$ cat src/rtl/core/epoch_calendar_register_read_top_assert.svh
// Assertion macros for the epoch calendar register read block.
`ifndef EPOCH_CALENDAR_REGISTER_READ_TOP_ASSERT_SVH
`define EPOCH_CALENDAR_REGISTER_READ_TOP_ASSERT_SVH

`ifndef SYNTHESIS

`define EPCR_ASSERT_IMP(lbl, clk, rst_n, ante, cons) \
    lbl: assert property (@(posedge clk) disable iff (!rst_n) (ante) |-> (cons)) \
        else $error("epcr: implication check failed");

`define EPCR_ASSERT_NXT(lbl, clk, rst_n, ante, cons) \
    lbl: assert property (@(posedge clk) disable iff (!rst_n) (ante) |=> (cons)) \
        else $error("epcr: next-cycle check failed");

`else

`define EPCR_ASSERT_IMP(lbl, clk, rst_n, ante, cons)
`define EPCR_ASSERT_NXT(lbl, clk, rst_n, ante, cons)

`endif

`endif

$ cat src/rtl/core/epcr_pkg.sv
// Shared types, constants and tables for the epoch calendar register read block.
`timescale 1ns / 1ps

package epcr_pkg;

    // pipeline depth: 3 split stages, 11 calendar stages, 1 output stage
    localparam int unsigned NS       = 15;
    localparam int unsigned STG_TOD  = 6;   // first stage of the time-of-day delay line
    localparam int unsigned STG_LAST = NS - 1;

    // APB map
    localparam int unsigned ADDR_W    = 3;
    localparam logic [0:0]  REG_START = 1'b0;

    localparam int unsigned FIELD_COUNT = 9;

    typedef enum logic [3:0] {
        FLD_SEC  = 4'd0,
        FLD_MIN  = 4'd1,
        FLD_HOUR = 4'd2,
        FLD_MDAY = 4'd3,
        FLD_MON  = 4'd4,
        FLD_YEAR = 4'd5,
        FLD_CENT = 4'd6,
        FLD_WDAY = 4'd7,
        FLD_YDAY = 4'd8,
        FLD_NONE = 4'd15
    } t_field;

    typedef struct packed {
        logic [5:0] sec;
        logic [5:0] minute;
        logic [4:0] hour;
        logic [2:0] wday;
    } t_tod;

    typedef struct packed {
        logic [4:0] mday;
        logic [3:0] mon;
        logic [6:0] yy;
        logic [4:0] cent;
        logic [8:0] yday;
    } t_date;

    // calendar constants
    localparam logic [19:0] EPOCH_SHIFT = 20'd719468;  // days from 0000-03-01 to 1970-01-01
    localparam logic [19:0] DAYS_ERA    = 20'd146097;  // days in 400 years

    // reciprocals: floor(x / d) == (x * M) >> K for every x in range
    localparam logic [26:0] M_DAY  = 27'(((64'd1 << 36) + 64'd674) / 64'd675);
    localparam logic [17:0] M_HOUR = 18'(((64'd1 << 29) + 64'd3599) / 64'd3600);
    localparam logic [17:0] M_MIN  = 18'(((64'd1 << 23) + 64'd59) / 64'd60);
    localparam logic [17:0] M_WEEK = 18'(((64'd1 << 20) + 64'd6) / 64'd7);
    localparam logic [20:0] M_ERA  = 21'(((64'd1 << 38) + 64'd146096) / 64'd146097);
    localparam logic [25:0] M_4Y   = 26'(((64'd1 << 36) + 64'd1459) / 64'd1460);
    localparam logic [20:0] M_CENT = 21'(((64'd1 << 36) + 64'd36523) / 64'd36524);
    localparam logic [18:0] M_400  = 19'(((64'd1 << 36) + 64'd146095) / 64'd146096);
    localparam logic [18:0] M_YEAR = 19'(((64'd1 << 27) + 64'd364) / 64'd365);
    localparam logic [9:0]  M_Y100 = 10'(((64'd1 << 16) + 64'd99) / 64'd100);
    localparam logic [11:0] M_MP   = 12'(((64'd1 << 19) + 64'd152) / 64'd153);
    localparam logic [12:0] M_C100 = 13'(((64'd1 << 19) + 64'd99) / 64'd100);

    // first day of each March-based month, (153 * mp + 2) / 5
    function automatic logic [8:0] month_start(input logic [3:0] mp);
        logic [8:0] v;
        case (mp)
            4'd0:    v = 9'd0;
            4'd1:    v = 9'd31;
            4'd2:    v = 9'd61;
            4'd3:    v = 9'd92;
            4'd4:    v = 9'd122;
            4'd5:    v = 9'd153;
            4'd6:    v = 9'd184;
            4'd7:    v = 9'd214;
            4'd8:    v = 9'd245;
            4'd9:    v = 9'd275;
            4'd10:   v = 9'd306;
            4'd11:   v = 9'd337;
            default: v = 9'd0;
        endcase
        return v;
    endfunction

endpackage

$ cat src/rtl/core/epcr_in_if.sv
// Request channel: elapsed seconds and register offset.
`timescale 1ns / 1ps

interface epcr_in_if;
    logic        valid;
    logic        ready;
    logic [31:0] elapsed_seconds;
    logic [7:0]  reg_offset;

    modport source (output valid, output elapsed_seconds, output reg_offset, input ready);
    modport sink   (input valid, input elapsed_seconds, input reg_offset, output ready);
endinterface

$ cat src/rtl/core/epcr_out_if.sv
// Response channel: selected calendar field.
`timescale 1ns / 1ps

interface epcr_out_if;
    logic       valid;
    logic       ready;
    logic [8:0] read_data;

    modport source (output valid, output read_data, input ready);
    modport sink   (input valid, input read_data, output ready);
endinterface

$ cat src/rtl/core/epoch_calendar_register_read_top.sv
// Epoch calendar register read: top level with APB start register and pipeline control.
// Throughput: one item per cycle while o_out.ready holds; the pipeline has 15 stages.
// Stalls back up stage by stage, so empty stages keep accepting items.
// Reset (synchronous, active low) clears all stage valid bits and start_seconds to 0.
`timescale 1ns / 1ps
`include "epoch_calendar_register_read_top_assert.svh"

module epoch_calendar_register_read_top (
    input  logic                          i_clk,
    input  logic                          i_rst_n,
    epcr_in_if.sink                       i_in,
    epcr_out_if.source                    o_out,
    input  logic                          psel,
    input  logic                          penable,
    input  logic                          pwrite,
    input  logic [epcr_pkg::ADDR_W-1:0]   paddr,
    input  logic [31:0]                   pwdata,
    output logic [31:0]                   prdata,
    output logic                          pready
);

    localparam int unsigned NS = epcr_pkg::NS;
    localparam logic [NS-1:0] ALL_ONES = '1;

    // ---------------------------------------------------------------
    // Configuration: start epoch in seconds, register 0
    // ---------------------------------------------------------------
    logic [31:0] r_start;
    logic        n_cfg_wr;

    assign pready   = 1'b1;
    assign n_cfg_wr = psel && penable && pwrite &&
                      (paddr[epcr_pkg::ADDR_W-1:2] == epcr_pkg::REG_START);
    assign prdata   = (paddr[epcr_pkg::ADDR_W-1:2] == epcr_pkg::REG_START) ? r_start : 32'd0;

    always_ff @(posedge i_clk) begin
        if (!i_rst_n) begin
            r_start <= 32'd0;
        end else if (n_cfg_wr) begin
            r_start <= pwdata;
        end
    end

    // ---------------------------------------------------------------
    // Pipeline control. Stage s loads when it is empty or the stage
    // above it moves, i.e. some stage from s up is empty or the
    // output is taken. Stage 14 is the output register.
    // ---------------------------------------------------------------
    logic [NS-1:0] r_v;
    logic [NS-1:0] w_en;

    always_comb begin
        for (int s = 0; s < NS; s++) begin
            w_en[s] = o_out.ready | ~&(r_v | (ALL_ONES >> (NS - s)));
        end
    end

    assign i_in.ready = w_en[0];

    always_ff @(posedge i_clk) begin
        if (!i_rst_n) begin
            r_v <= '0;
        end else begin
            if (w_en[0]) begin
                r_v[0] <= i_in.valid;
            end
            for (int s = 1; s < NS; s++) begin
                if (w_en[s]) begin
                    r_v[s] <= r_v[s-1];
                end
            end
        end
    end

    // field select travels with the item
    epcr_pkg::t_field r_sel [NS];
    epcr_pkg::t_field n_sel;

    assign n_sel = (i_in.reg_offset < 8'(epcr_pkg::FIELD_COUNT)) ?
                   epcr_pkg::t_field'(i_in.reg_offset[3:0]) : epcr_pkg::FLD_NONE;

    always_ff @(posedge i_clk) begin
        if (w_en[0]) begin
            r_sel[0] <= n_sel;
        end
        for (int s = 1; s < NS; s++) begin
            if (w_en[s]) begin
                r_sel[s] <= r_sel[s-1];
            end
        end
    end

    // ---------------------------------------------------------------
    // Datapath
    // ---------------------------------------------------------------
    logic [16:0]     w_days;
    logic [16:0]     w_sod;
    epcr_pkg::t_tod  w_tod;
    epcr_pkg::t_date w_date;

    // stages 0..2: sum, divide by seconds per day
    epcr_split u_split (
        .i_clk     (i_clk),
        .i_en      (w_en[2:0]),
        .i_start   (r_start),
        .i_elapsed (i_in.elapsed_seconds),
        .o_days    (w_days),
        .o_sod     (w_sod)
    );

    // stages 3..5: time of day and weekday
    epcr_clock u_clock (
        .i_clk  (i_clk),
        .i_en   (w_en[5:3]),
        .i_days (w_days),
        .i_sod  (w_sod),
        .o_tod  (w_tod)
    );

    // stages 3..13: calendar date
    epcr_date u_date (
        .i_clk  (i_clk),
        .i_en   (w_en[13:3]),
        .i_days (w_days),
        .o_date (w_date)
    );

    // stages 6..13: time of day waits for the date
    epcr_pkg::t_tod r_tod [epcr_pkg::STG_TOD:NS-2];

    always_ff @(posedge i_clk) begin
        if (w_en[epcr_pkg::STG_TOD]) begin
            r_tod[epcr_pkg::STG_TOD] <= w_tod;
        end
        for (int s = epcr_pkg::STG_TOD + 1; s <= NS - 2; s++) begin
            if (w_en[s]) begin
                r_tod[s] <= r_tod[s-1];
            end
        end
    end

    // stage 14: field select into the output register
    logic [8:0] r_out;
    logic [8:0] n_out;

    always_comb begin
        case (r_sel[NS-2])
            epcr_pkg::FLD_SEC:  n_out = 9'(r_tod[NS-2].sec);
            epcr_pkg::FLD_MIN:  n_out = 9'(r_tod[NS-2].minute);
            epcr_pkg::FLD_HOUR: n_out = 9'(r_tod[NS-2].hour);
            epcr_pkg::FLD_MDAY: n_out = 9'(w_date.mday);
            epcr_pkg::FLD_MON:  n_out = 9'(w_date.mon);
            epcr_pkg::FLD_YEAR: n_out = 9'(w_date.yy);
            epcr_pkg::FLD_CENT: n_out = 9'(w_date.cent);
            epcr_pkg::FLD_WDAY: n_out = 9'(r_tod[NS-2].wday);
            epcr_pkg::FLD_YDAY: n_out = w_date.yday;
            default:            n_out = 9'd0;
        endcase
    end

    always_ff @(posedge i_clk) begin
        if (w_en[epcr_pkg::STG_LAST]) begin
            r_out <= n_out;
        end
    end

    assign o_out.valid     = r_v[epcr_pkg::STG_LAST];
    assign o_out.read_data = r_out;

    // ---------------------------------------------------------------
    // Checks
    // ---------------------------------------------------------------
    `EPCR_ASSERT_IMP(a_blocked_means_full, i_clk, i_rst_n, !i_in.ready, &r_v)
    `EPCR_ASSERT_NXT(a_stall_keeps_last, i_clk, i_rst_n, o_out.valid && !o_out.ready && r_v[NS-2], r_v[NS-2])
    `EPCR_ASSERT_IMP(a_unknown_reads_zero, i_clk, i_rst_n, o_out.valid && (r_sel[NS-1] == epcr_pkg::FLD_NONE), o_out.read_data == 9'd0)
    `EPCR_ASSERT_IMP(a_sec_min_range, i_clk, i_rst_n, o_out.valid && (r_sel[NS-1] == epcr_pkg::FLD_SEC || r_sel[NS-1] == epcr_pkg::FLD_MIN), o_out.read_data < 9'd60)
    `EPCR_ASSERT_IMP(a_wday_nonzero, i_clk, i_rst_n, r_v[NS-2], r_tod[NS-2].wday != 3'd0)

endmodule

$ cat src/rtl/core/epcr_split.sv
// Adds the start epoch and splits seconds into whole days and second of day.
`timescale 1ns / 1ps

module epcr_split (
    input  logic        i_clk,
    input  logic [2:0]  i_en,
    input  logic [31:0] i_start,
    input  logic [31:0] i_elapsed,
    output logic [16:0] o_days,
    output logic [16:0] o_sod
);

    logic [32:0] r_total;
    logic [52:0] r_prod;
    logic [25:0] r_q;
    logic [6:0]  r_low;
    logic [16:0] r_days;
    logic [16:0] r_sod;

    logic [52:0] n_prod;
    logic [16:0] n_days;
    logic [25:0] n_rem;

    // 86400 = 128 * 675: divide the upper bits by 675
    assign n_prod = 53'(r_total[32:7]) * 53'(epcr_pkg::M_DAY);
    assign n_days = r_prod[52:36];
    assign n_rem  = r_q - 26'(27'(n_days) * 27'(675));

    always_ff @(posedge i_clk) begin
        if (i_en[0]) begin
            r_total <= {1'b0, i_start} + {1'b0, i_elapsed};
        end
        if (i_en[1]) begin
            r_prod <= n_prod;
            r_q    <= r_total[32:7];
            r_low  <= r_total[6:0];
        end
        if (i_en[2]) begin
            r_days <= n_days;
            r_sod  <= {n_rem[9:0], r_low};
        end
    end

    assign o_days = r_days;
    assign o_sod  = r_sod;

endmodule

$ cat src/rtl/core/epcr_clock.sv
// Hour, minute, second and weekday from second of day and day count.
`timescale 1ns / 1ps

module epcr_clock (
    input  logic               i_clk,
    input  logic [2:0]         i_en,
    input  logic [16:0]        i_days,
    input  logic [16:0]        i_sod,
    output epcr_pkg::t_tod     o_tod
);

    logic [34:0] r_ph;
    logic [34:0] r_pm;
    logic [34:0] r_pw;
    logic [16:0] r_sod;
    logic [16:0] r_w;
    logic [4:0]  r_hour;
    logic [10:0] r_mtot;
    logic [5:0]  r_sec;
    logic [2:0]  r_wday;
    epcr_pkg::t_tod r_tod;

    logic [16:0] n_w;
    logic [4:0]  n_hour;
    logic [10:0] n_mtot;
    logic [13:0] n_q7;
    logic [5:0]  n_sec;
    logic [2:0]  n_wday;
    logic [5:0]  n_min;

    // 1970-01-01 was a Thursday
    assign n_w    = i_days + 17'd3;
    assign n_hour = r_ph[33:29];
    assign n_mtot = r_pm[33:23];
    assign n_q7   = r_pw[33:20];
    assign n_sec  = 6'(r_sod - 17'(n_mtot) * 17'(60));
    assign n_wday = 3'(r_w - 17'(n_q7) * 17'(7) + 17'd1);
    assign n_min  = 6'(r_mtot - 11'(r_hour) * 11'(60));

    always_ff @(posedge i_clk) begin
        if (i_en[0]) begin
            r_ph  <= 35'(i_sod) * 35'(epcr_pkg::M_HOUR);
            r_pm  <= 35'(i_sod) * 35'(epcr_pkg::M_MIN);
            r_pw  <= 35'(n_w) * 35'(epcr_pkg::M_WEEK);
            r_sod <= i_sod;
            r_w   <= n_w;
        end
        if (i_en[1]) begin
            r_hour <= n_hour;
            r_mtot <= n_mtot;
            r_sec  <= n_sec;
            r_wday <= n_wday;
        end
        if (i_en[2]) begin
            r_tod.sec    <= r_sec;
            r_tod.minute <= n_min;
            r_tod.hour   <= r_hour;
            r_tod.wday   <= r_wday;
        end
    end

    assign o_tod = r_tod;

endmodule

$ cat src/rtl/core/epcr_date.sv
// Day count to Gregorian date fields, March-based era algorithm.
`timescale 1ns / 1ps

module epcr_date (
    input  logic            i_clk,
    input  logic [10:0]     i_en,
    input  logic [16:0]     i_days,
    output epcr_pkg::t_date o_date
);

    // stage 0
    logic [19:0] r0_z;
    logic [40:0] r0_pe;
    // stage 1
    logic [2:0]  r1_era;
    logic [17:0] r1_doe;
    // stage 2
    logic [43:0] r2_pa;
    logic [38:0] r2_pb;
    logic [36:0] r2_pc;
    logic [17:0] r2_doe;
    logic [2:0]  r2_era;
    // stage 3
    logic [17:0] r3_t;
    logic [17:0] r3_doe;
    logic [2:0]  r3_era;
    // stage 4
    logic [36:0] r4_pt;
    logic [17:0] r4_doe;
    logic [2:0]  r4_era;
    // stage 5
    logic [8:0]  r5_yoe;
    logic [17:0] r5_y365;
    logic [17:0] r5_doe;
    logic [2:0]  r5_era;
    // stage 6
    logic [8:0]  r6_doy;
    logic [11:0] r6_ybase;
    // stage 7
    logic [22:0] r7_px;
    logic [8:0]  r7_doy;
    logic [11:0] r7_ybase;
    // stage 8
    logic [4:0]  r8_mday;
    logic [3:0]  r8_mon;
    logic [11:0] r8_year;
    logic [8:0]  r8_doy;
    logic        r8_march;
    // stage 9
    logic [24:0] r9_py;
    logic [4:0]  r9_mday;
    logic [3:0]  r9_mon;
    logic [11:0] r9_year;
    logic [8:0]  r9_doy;
    logic        r9_march;
    // stage 10
    epcr_pkg::t_date r10_date;

    logic [19:0] n_z;
    logic [2:0]  n_era;
    logic [17:0] n_doe;
    logic [17:0] n_t;
    logic [8:0]  n_yoe;
    logic [17:0] n_y365;
    logic [18:0] n_p100;
    logic [8:0]  n_doy;
    logic [11:0] n_ybase;
    logic [10:0] n_x;
    logic [3:0]  n_mp;
    logic        n_march;
    logic [3:0]  n_mon;
    logic [4:0]  n_mday;
    logic [11:0] n_year;
    logic [4:0]  n_cent;
    logic [6:0]  n_yy;
    logic        n_leap;
    logic [8:0]  n_yday;

    assign n_z   = 20'(i_days) + epcr_pkg::EPOCH_SHIFT;
    assign n_era = r0_pe[40:38];
    assign n_doe = 18'(r0_z - 20'(n_era) * epcr_pkg::DAYS_ERA);

    // doe - doe/1460 + doe/36524 - doe/146096
    assign n_t = r2_doe - 18'(r2_pa[42:36]) + 18'(r2_pb[38:36]) - 18'(r2_pc[36]);

    assign n_yoe  = r4_pt[35:27];
    assign n_y365 = 18'(n_yoe) * 18'(365) + 18'(n_yoe[8:2]);

    assign n_p100  = 19'(r5_yoe) * 19'(epcr_pkg::M_Y100);
    assign n_doy   = 9'(r5_doe - r5_y365 + 18'(n_p100[18:16]));
    assign n_ybase = 12'(r5_yoe) + 12'(r5_era) * 12'(400);

    assign n_x = 11'(r6_doy) * 11'(5) + 11'd2;

    assign n_mp    = r7_px[22:19];
    assign n_march = (n_mp < 4'd10);
    assign n_mon   = n_march ? n_mp + 4'd3 : n_mp - 4'd9;
    assign n_mday  = 5'(r7_doy - epcr_pkg::month_start(n_mp) + 9'd1);
    assign n_year  = r7_ybase + 12'(!n_march);

    assign n_cent = r9_py[23:19];
    assign n_yy   = 7'(r9_year - 12'(n_cent) * 12'(100));
    assign n_leap = ((r9_year[1:0] == 2'd0) && (n_yy != 7'd0)) ||
                    ((n_yy == 7'd0) && (n_cent[1:0] == 2'd0));
    // one-based day of year; March onward follows January and February
    assign n_yday = r9_march ? r9_doy + 9'd60 + 9'(n_leap) : r9_doy - 9'd305;

    always_ff @(posedge i_clk) begin
        if (i_en[0]) begin
            r0_z  <= n_z;
            r0_pe <= 41'(n_z) * 41'(epcr_pkg::M_ERA);
        end
        if (i_en[1]) begin
            r1_era <= n_era;
            r1_doe <= n_doe;
        end
        if (i_en[2]) begin
            r2_pa  <= 44'(r1_doe) * 44'(epcr_pkg::M_4Y);
            r2_pb  <= 39'(r1_doe) * 39'(epcr_pkg::M_CENT);
            r2_pc  <= 37'(r1_doe) * 37'(epcr_pkg::M_400);
            r2_doe <= r1_doe;
            r2_era <= r1_era;
        end
        if (i_en[3]) begin
            r3_t   <= n_t;
            r3_doe <= r2_doe;
            r3_era <= r2_era;
        end
        if (i_en[4]) begin
            r4_pt  <= 37'(r3_t) * 37'(epcr_pkg::M_YEAR);
            r4_doe <= r3_doe;
            r4_era <= r3_era;
        end
        if (i_en[5]) begin
            r5_yoe  <= n_yoe;
            r5_y365 <= n_y365;
            r5_doe  <= r4_doe;
            r5_era  <= r4_era;
        end
        if (i_en[6]) begin
            r6_doy   <= n_doy;
            r6_ybase <= n_ybase;
        end
        if (i_en[7]) begin
            r7_px    <= 23'(n_x) * 23'(epcr_pkg::M_MP);
            r7_doy   <= r6_doy;
            r7_ybase <= r6_ybase;
        end
        if (i_en[8]) begin
            r8_mday  <= n_mday;
            r8_mon   <= n_mon;
            r8_year  <= n_year;
            r8_doy   <= r7_doy;
            r8_march <= n_march;
        end
        if (i_en[9]) begin
            r9_py    <= 25'(r8_year) * 25'(epcr_pkg::M_C100);
            r9_mday  <= r8_mday;
            r9_mon   <= r8_mon;
            r9_year  <= r8_year;
            r9_doy   <= r8_doy;
            r9_march <= r8_march;
        end
        if (i_en[10]) begin
            r10_date.mday <= r9_mday;
            r10_date.mon  <= r9_mon;
            r10_date.yy   <= n_yy;
            r10_date.cent <= n_cent;
            r10_date.yday <= n_yday;
        end
    end

    assign o_date = r10_date;

endmodule
$ cat src/flat_wrapper.sv
// flat-port wrapper written by rule: the top's interface ports become plain ports
module epoch_calendar_register_read_top_flat 
  (i_clk, i_rst_n, psel, penable, pwrite, paddr, pwdata, prdata, pready, i_in_valid, i_in_elapsed_seconds, i_in_reg_offset, i_in_ready, o_out_valid, o_out_read_data, o_out_ready);
  epcr_in_if i_in_i ();
  epcr_out_if o_out_i ();
  input  logic i_clk;
  input  logic i_rst_n;
  input  logic psel;
  input  logic penable;
  input  logic pwrite;
  input  logic [epcr_pkg::ADDR_W-1:0] paddr;
  input  logic [31:0] pwdata;
  output logic [31:0] prdata;
  output logic pready;
  input wire logic [$bits(i_in_i.valid)-1:0] i_in_valid;
  input wire logic [$bits(i_in_i.elapsed_seconds)-1:0] i_in_elapsed_seconds;
  input wire logic [$bits(i_in_i.reg_offset)-1:0] i_in_reg_offset;
  output wire logic [$bits(i_in_i.ready)-1:0] i_in_ready;
  output wire logic [$bits(o_out_i.valid)-1:0] o_out_valid;
  output wire logic [$bits(o_out_i.read_data)-1:0] o_out_read_data;
  input wire logic [$bits(o_out_i.ready)-1:0] o_out_ready;
  assign i_in_i.valid = i_in_valid;
  assign i_in_i.elapsed_seconds = i_in_elapsed_seconds;
  assign i_in_i.reg_offset = i_in_reg_offset;
  assign i_in_ready = i_in_i.ready;
  assign o_out_valid = o_out_i.valid;
  assign o_out_read_data = o_out_i.read_data;
  assign o_out_i.ready = o_out_ready;
  epoch_calendar_register_read_top u_core (.i_clk(i_clk), .i_rst_n(i_rst_n), .i_in(i_in_i), .o_out(o_out_i), .psel(psel), .penable(penable), .pwrite(pwrite), .paddr(paddr), .pwdata(pwdata), .prdata(prdata), .pready(pready));
endmodule
$ cat config.mk
export PLATFORM = sky130hd
export DESIGN_NAME = epoch_calendar_register_read_top_flat
export DESIGN_NICKNAME = d
export VERILOG_FILES = /design/src/rtl/core/epcr_pkg.sv /design/src/rtl/core/epcr_in_if.sv /design/src/rtl/core/epcr_out_if.sv /design/src/rtl/core/epoch_calendar_register_read_top.sv /design/src/rtl/core/epcr_split.sv /design/src/rtl/core/epcr_clock.sv /design/src/rtl/core/epcr_date.sv /design/src/flat_wrapper.sv
export VERILOG_INCLUDE_DIRS = /design/src /design/src/rtl/core
export SDC_FILE = /design/constraint.sdc
export NUM_CORES = 2
export LEC_CHECK = 0
export BUFFER_PORTS_ARGS = -buffer_cell sky130_fd_sc_hd__clkbuf_2
export CAP_MARGIN = 0
export CELL_PAD_IN_SITES_DETAIL_PLACEMENT = 2
export CELL_PAD_IN_SITES_GLOBAL_PLACEMENT = 2
export CORE_AREA = 3 3 343 481
export CTS_CLUSTER_SIZE = 10
export DETAILED_ROUTE_END_ITERATION = 10
export DIE_AREA = 0 0 346 484
export PLACE_DENSITY_LB_ADDON = 0.05
export SLEW_MARGIN = 40
export SYNTH_ARGS = -nofsm -noshare
export SYNTH_HDL_FRONTEND = slang
export SYNTH_SLANG_ARGS = --single-unit
$ cat constraint.sdc
create_clock -name i_clk -period 19.85 [get_ports i_clk]
set_input_delay 1.985 -clock i_clk [delete_from_list [all_inputs] [get_ports i_clk]]
set_output_delay 1.985 -clock i_clk [all_outputs]
set_load 0.02 [all_outputs]
==> impl_results.md <==
* Status: complete, no violations
* Post-CTS Setup Bufs at 0
* Number of nets in the layout at 9659
* Filler cell count in the final layout at 15.7k
* Post-DP HPWL at 208000 microns
* Total clock buffers created by CTS at 88
* Floorplan core area at 0.161 sq mm
* Clock latency of the later-clocked register in the worst-skew pair at 0.75 ns
* Slowest stage cell on the critical path: sky130_fd_sc_hd__nor2_1
* Total wire length at 252000 microns
* Buffers added on ports at 122
* Setup crit start kind: flop
* Cts repair resizes at 0
* Worst-case register-to-register setup slack at 10.41 ns
* Distinct cell type count after synthesis at 76
* Clock tree from TritonCTS: built
* Post-route clock skew at 0.0679 ns
* Multi-input logic area at 0.0509 sq mm
* Yosys warning total at 0
* Dpl cells at 8952
* Setup repair after global routing missed its margin: no
* Final clock period utilization by the worst path at 0.476
* Depth of the worst register-to-register path at 32
* Number of enable-type register cells in the synthesized netlist at 682
* Drt initial violations at 2224
* I/O pin total at 126
* Antenna-violating nets left at 0
* Achievable Freq at 106 MHz
* Reg clk slew, reported paths at 0.06 ns
* Total Die Area at 0.167 sq mm
* Reported max-cap violation count at 0
* Final GP Congestion at 0.918
* Nature of the critical path endpoint: flop
* Worst max-slew margin expressed relative to the limit at 0.386
* Most used flip-flop cell after synthesis: sky130_fd_sc_hd__edfxtp_1
* Die width at 346 microns
* Vertical die dimension at 484 microns
* Number of buffers on the longest clock path at 3
* Post-synthesis instance area at 0.0788 sq mm
* Global-route wire length before repair at 386000 microns
* Required time worst endpoint at 20.46 ns
* WS Path Type: flop to flop
* GR Overflow Total at 0
* Post-synthesis async set-or-reset flop share at 0
* Period minus WS final at 9.44 ns
* Detailed-route DRC error count at 0
* Launching instance or port of the critical path: u_core.u_date.r6_doy[0]$_DFFE_PP_
* Number of setup violations in the final report at 0
* H-Tree Level Count at 3
* Non-filler instance count after layout at 9112
* Share of the core filled with cells in the final layout at 0.530
* Sequential-to-total area share from yosys stat at 0.273
* Syn Nets at 9423
* Average routed wire per standard cell at 27.6 microns
* Measured slew at the worst slew-check pin at 0.921 ns
* Slowest Stage Delay on Critical Path at 0.59 ns
* Antenna violations before repair at 5
* Commonest cells after routing, fill and taps aside: 1671 x sky130_fd_sc_hd__inv_1, 1629 x sky130_fd_sc_hd__ha_1, 1016 x sky130_fd_sc_hd__fa_1, 682 x sky130_fd_sc_hd__edfxtp_1, 212 x sky130_fd_sc_hd__xnor2_1
* Pre-antenna DRT Iters at 5
* Via count normalized by instance count at 5.59
* Area growth syn-to-layout at 8.08%
* Overall Global Routing Usage at 0.307
* Number of placement rows at 174
* Mapped Avg Cell Area at 11.8 sq um
* Final number of max-transition violations at 0
* Total via count after detailed routing at 50.9k
* Via count of the first global-routing pass at 62.7k
* CTS sink cnt at 734
* Initial core utilization at 0.490
* Storage element area at 0.0215 sq mm
* Clock root buffer master: sky130_fd_sc_hd__clkbuf_16
* Crit Path Max Fanout at 7
* Fraction of layout instances using a drive strength above 1 at 0.0473
* Flop and latch count out of synthesis at 734
* Total Neg Setup Slack at 0 ns
* Critical R2R Launch: u_core.u_date.r6_doy[0]$_DFFE_PP_
* Type of the most critical hold path: flop to flop
* Most common cell after layout, fill and taps aside: sky130_fd_sc_hd__inv_1
* Hold-fix buffers, CTS at 0
* Pin count of the biggest net entering global routing at 57
* Post-synthesis cell count at 6696
* Critical path data arrival time at 10.05 ns
* Total count of hold-check failures in the final report at 0
## how the worst min path moves through the flow
stage                                        startpoint                             endpoint  slack (ns)  cells after the start
floorplan                  u_core.r_sel[0][6]$_DFFE_PP_        u_core.r_sel[0][10]$_DFFE_PP_        0.40                      0
global placement    u_core.u_date.r6_ybase[5]$_DFFE_PP_  u_core.u_date.r7_ybase[5]$_DFFE_PN_        0.40                      0
detailed placement    u_core.u_date.r9_mon[0]$_DFFE_PP_   u_core.u_date.o_date[21]$_DFFE_PP_        0.41                      0
CTS                      u_core.r_tod[0][156]$_DFFE_PP_       u_core.r_tod[0][176]$_DFFE_PP_        0.38                      0
global route             u_core.r_tod[0][156]$_DFFE_PP_       u_core.r_tod[0][176]$_DFFE_PP_        0.38                      0
finish                   u_core.r_tod[0][156]$_DFFE_PP_       u_core.r_tod[0][176]$_DFFE_PP_        0.40                      0
## cells by family after synthesis
group | count (synthesis) | share of synthesized area
muxes | 19 | 0.00292
and+or+nand+nor | 652 | 0.0407
buffers and inverters | 1707 | 0.0814
AOI/OAI and AO/OA | 655 | 0.0537
xor gates and xnor gates | 283 | 0.0315
other | 1 | 0.0000476
DFF | 734 | 0.273
adders and majority gates | 2645 | 0.517
## area by class of cell
| type | count | share of cell area |
|---|---|---|
| tap | 2112 | 0.0310 |
| clock buffer | 140 | 0.0287 |
| inverter | 1676 | 0.0740 |
| multi-input combinational | 4255 | 0.598 |
| sequential | 734 | 0.253 |
| timing repair buffer | 177 | 0.0127 |
| clock inverter | 17 | 0.00291 |
| antenna | 1 | 0.0000294 |
## Yosys cell counts (all sizes together), types with 41 or more instances
| cell | count | area [sq um] |
|---|---|---|
| nor2 | 138 | 518 |
| dfxtp | 52 | 1040 |
| o21ai | 110 | 551 |
| ha | 1629 | 20400 |
| nand2 | 180 | 676 |
| xor2 | 69 | 604 |
| edfxtp | 682 | 20500 |
| inv | 1676 | 6290 |
| nor2b | 82 | 513 |
| fa | 1016 | 20300 |
| xnor2 | 214 | 1870 |
| nand4 | 41 | 257 |
| a21oi | 206 | 1030 |
| nand3 | 56 | 280 |
| a21o | 103 | 773 |
## worst max-delay path, delay by kind of cell (launching register included)
kind	cells	cell delay, ns
flops	1	0.48
buf+inv	4	0.42
fa+ha+maj	8	3.07
compound gates	13	3.68
simple gates	5	1.08
xor+xnor	2	0.59
## state kept, by name, summed over array words and instances, names as in the netlist, 14 cells and up, named ones only
register / cells
u_core.u_split.o_sod: 17
u_core.u_split.r_prod: 20
u_core.u_clock.o_tod: 20
u_core.r_tod: 160
u_core.r_start: 32
u_core.u_date.r3_t: 18
u_core.u_date.o_date: 30
u_core.u_date.r1_doe: 18
u_core.u_date.r0_z: 18
u_core.u_date.r2_doe: 14
u_core.r_sel: 56
u_core.u_split.r_total: 33
u_core.u_split.o_days: 17
u_core.r_v: 15
## stage by stage
step                      hold WS (ns)  instance area [sq um]  setup WS, ns
after global routing             0.378                  85200         10.10
after detailed placement         0.405                  82400         10.68
after global placement           0.401                  82300         11.39
final                            0.397                  85200         10.41
after floorplan                  0.400                  78800         12.52
after CTS                        0.382                  85100         10.51
## layer usage
metal,vias to the layer above,share of wire,global-route usage
li1,22400,-,-
met1,26700,0.33,0.301
met2,1136,0.58,0.619
met3,661,0.027,0.0322
met4,2,0.062,0.163
met5,-,0.000044,0
Power is not shown: default switching activity piles up to over one toggle a cycle in this logic, so the estimate is an artifact.
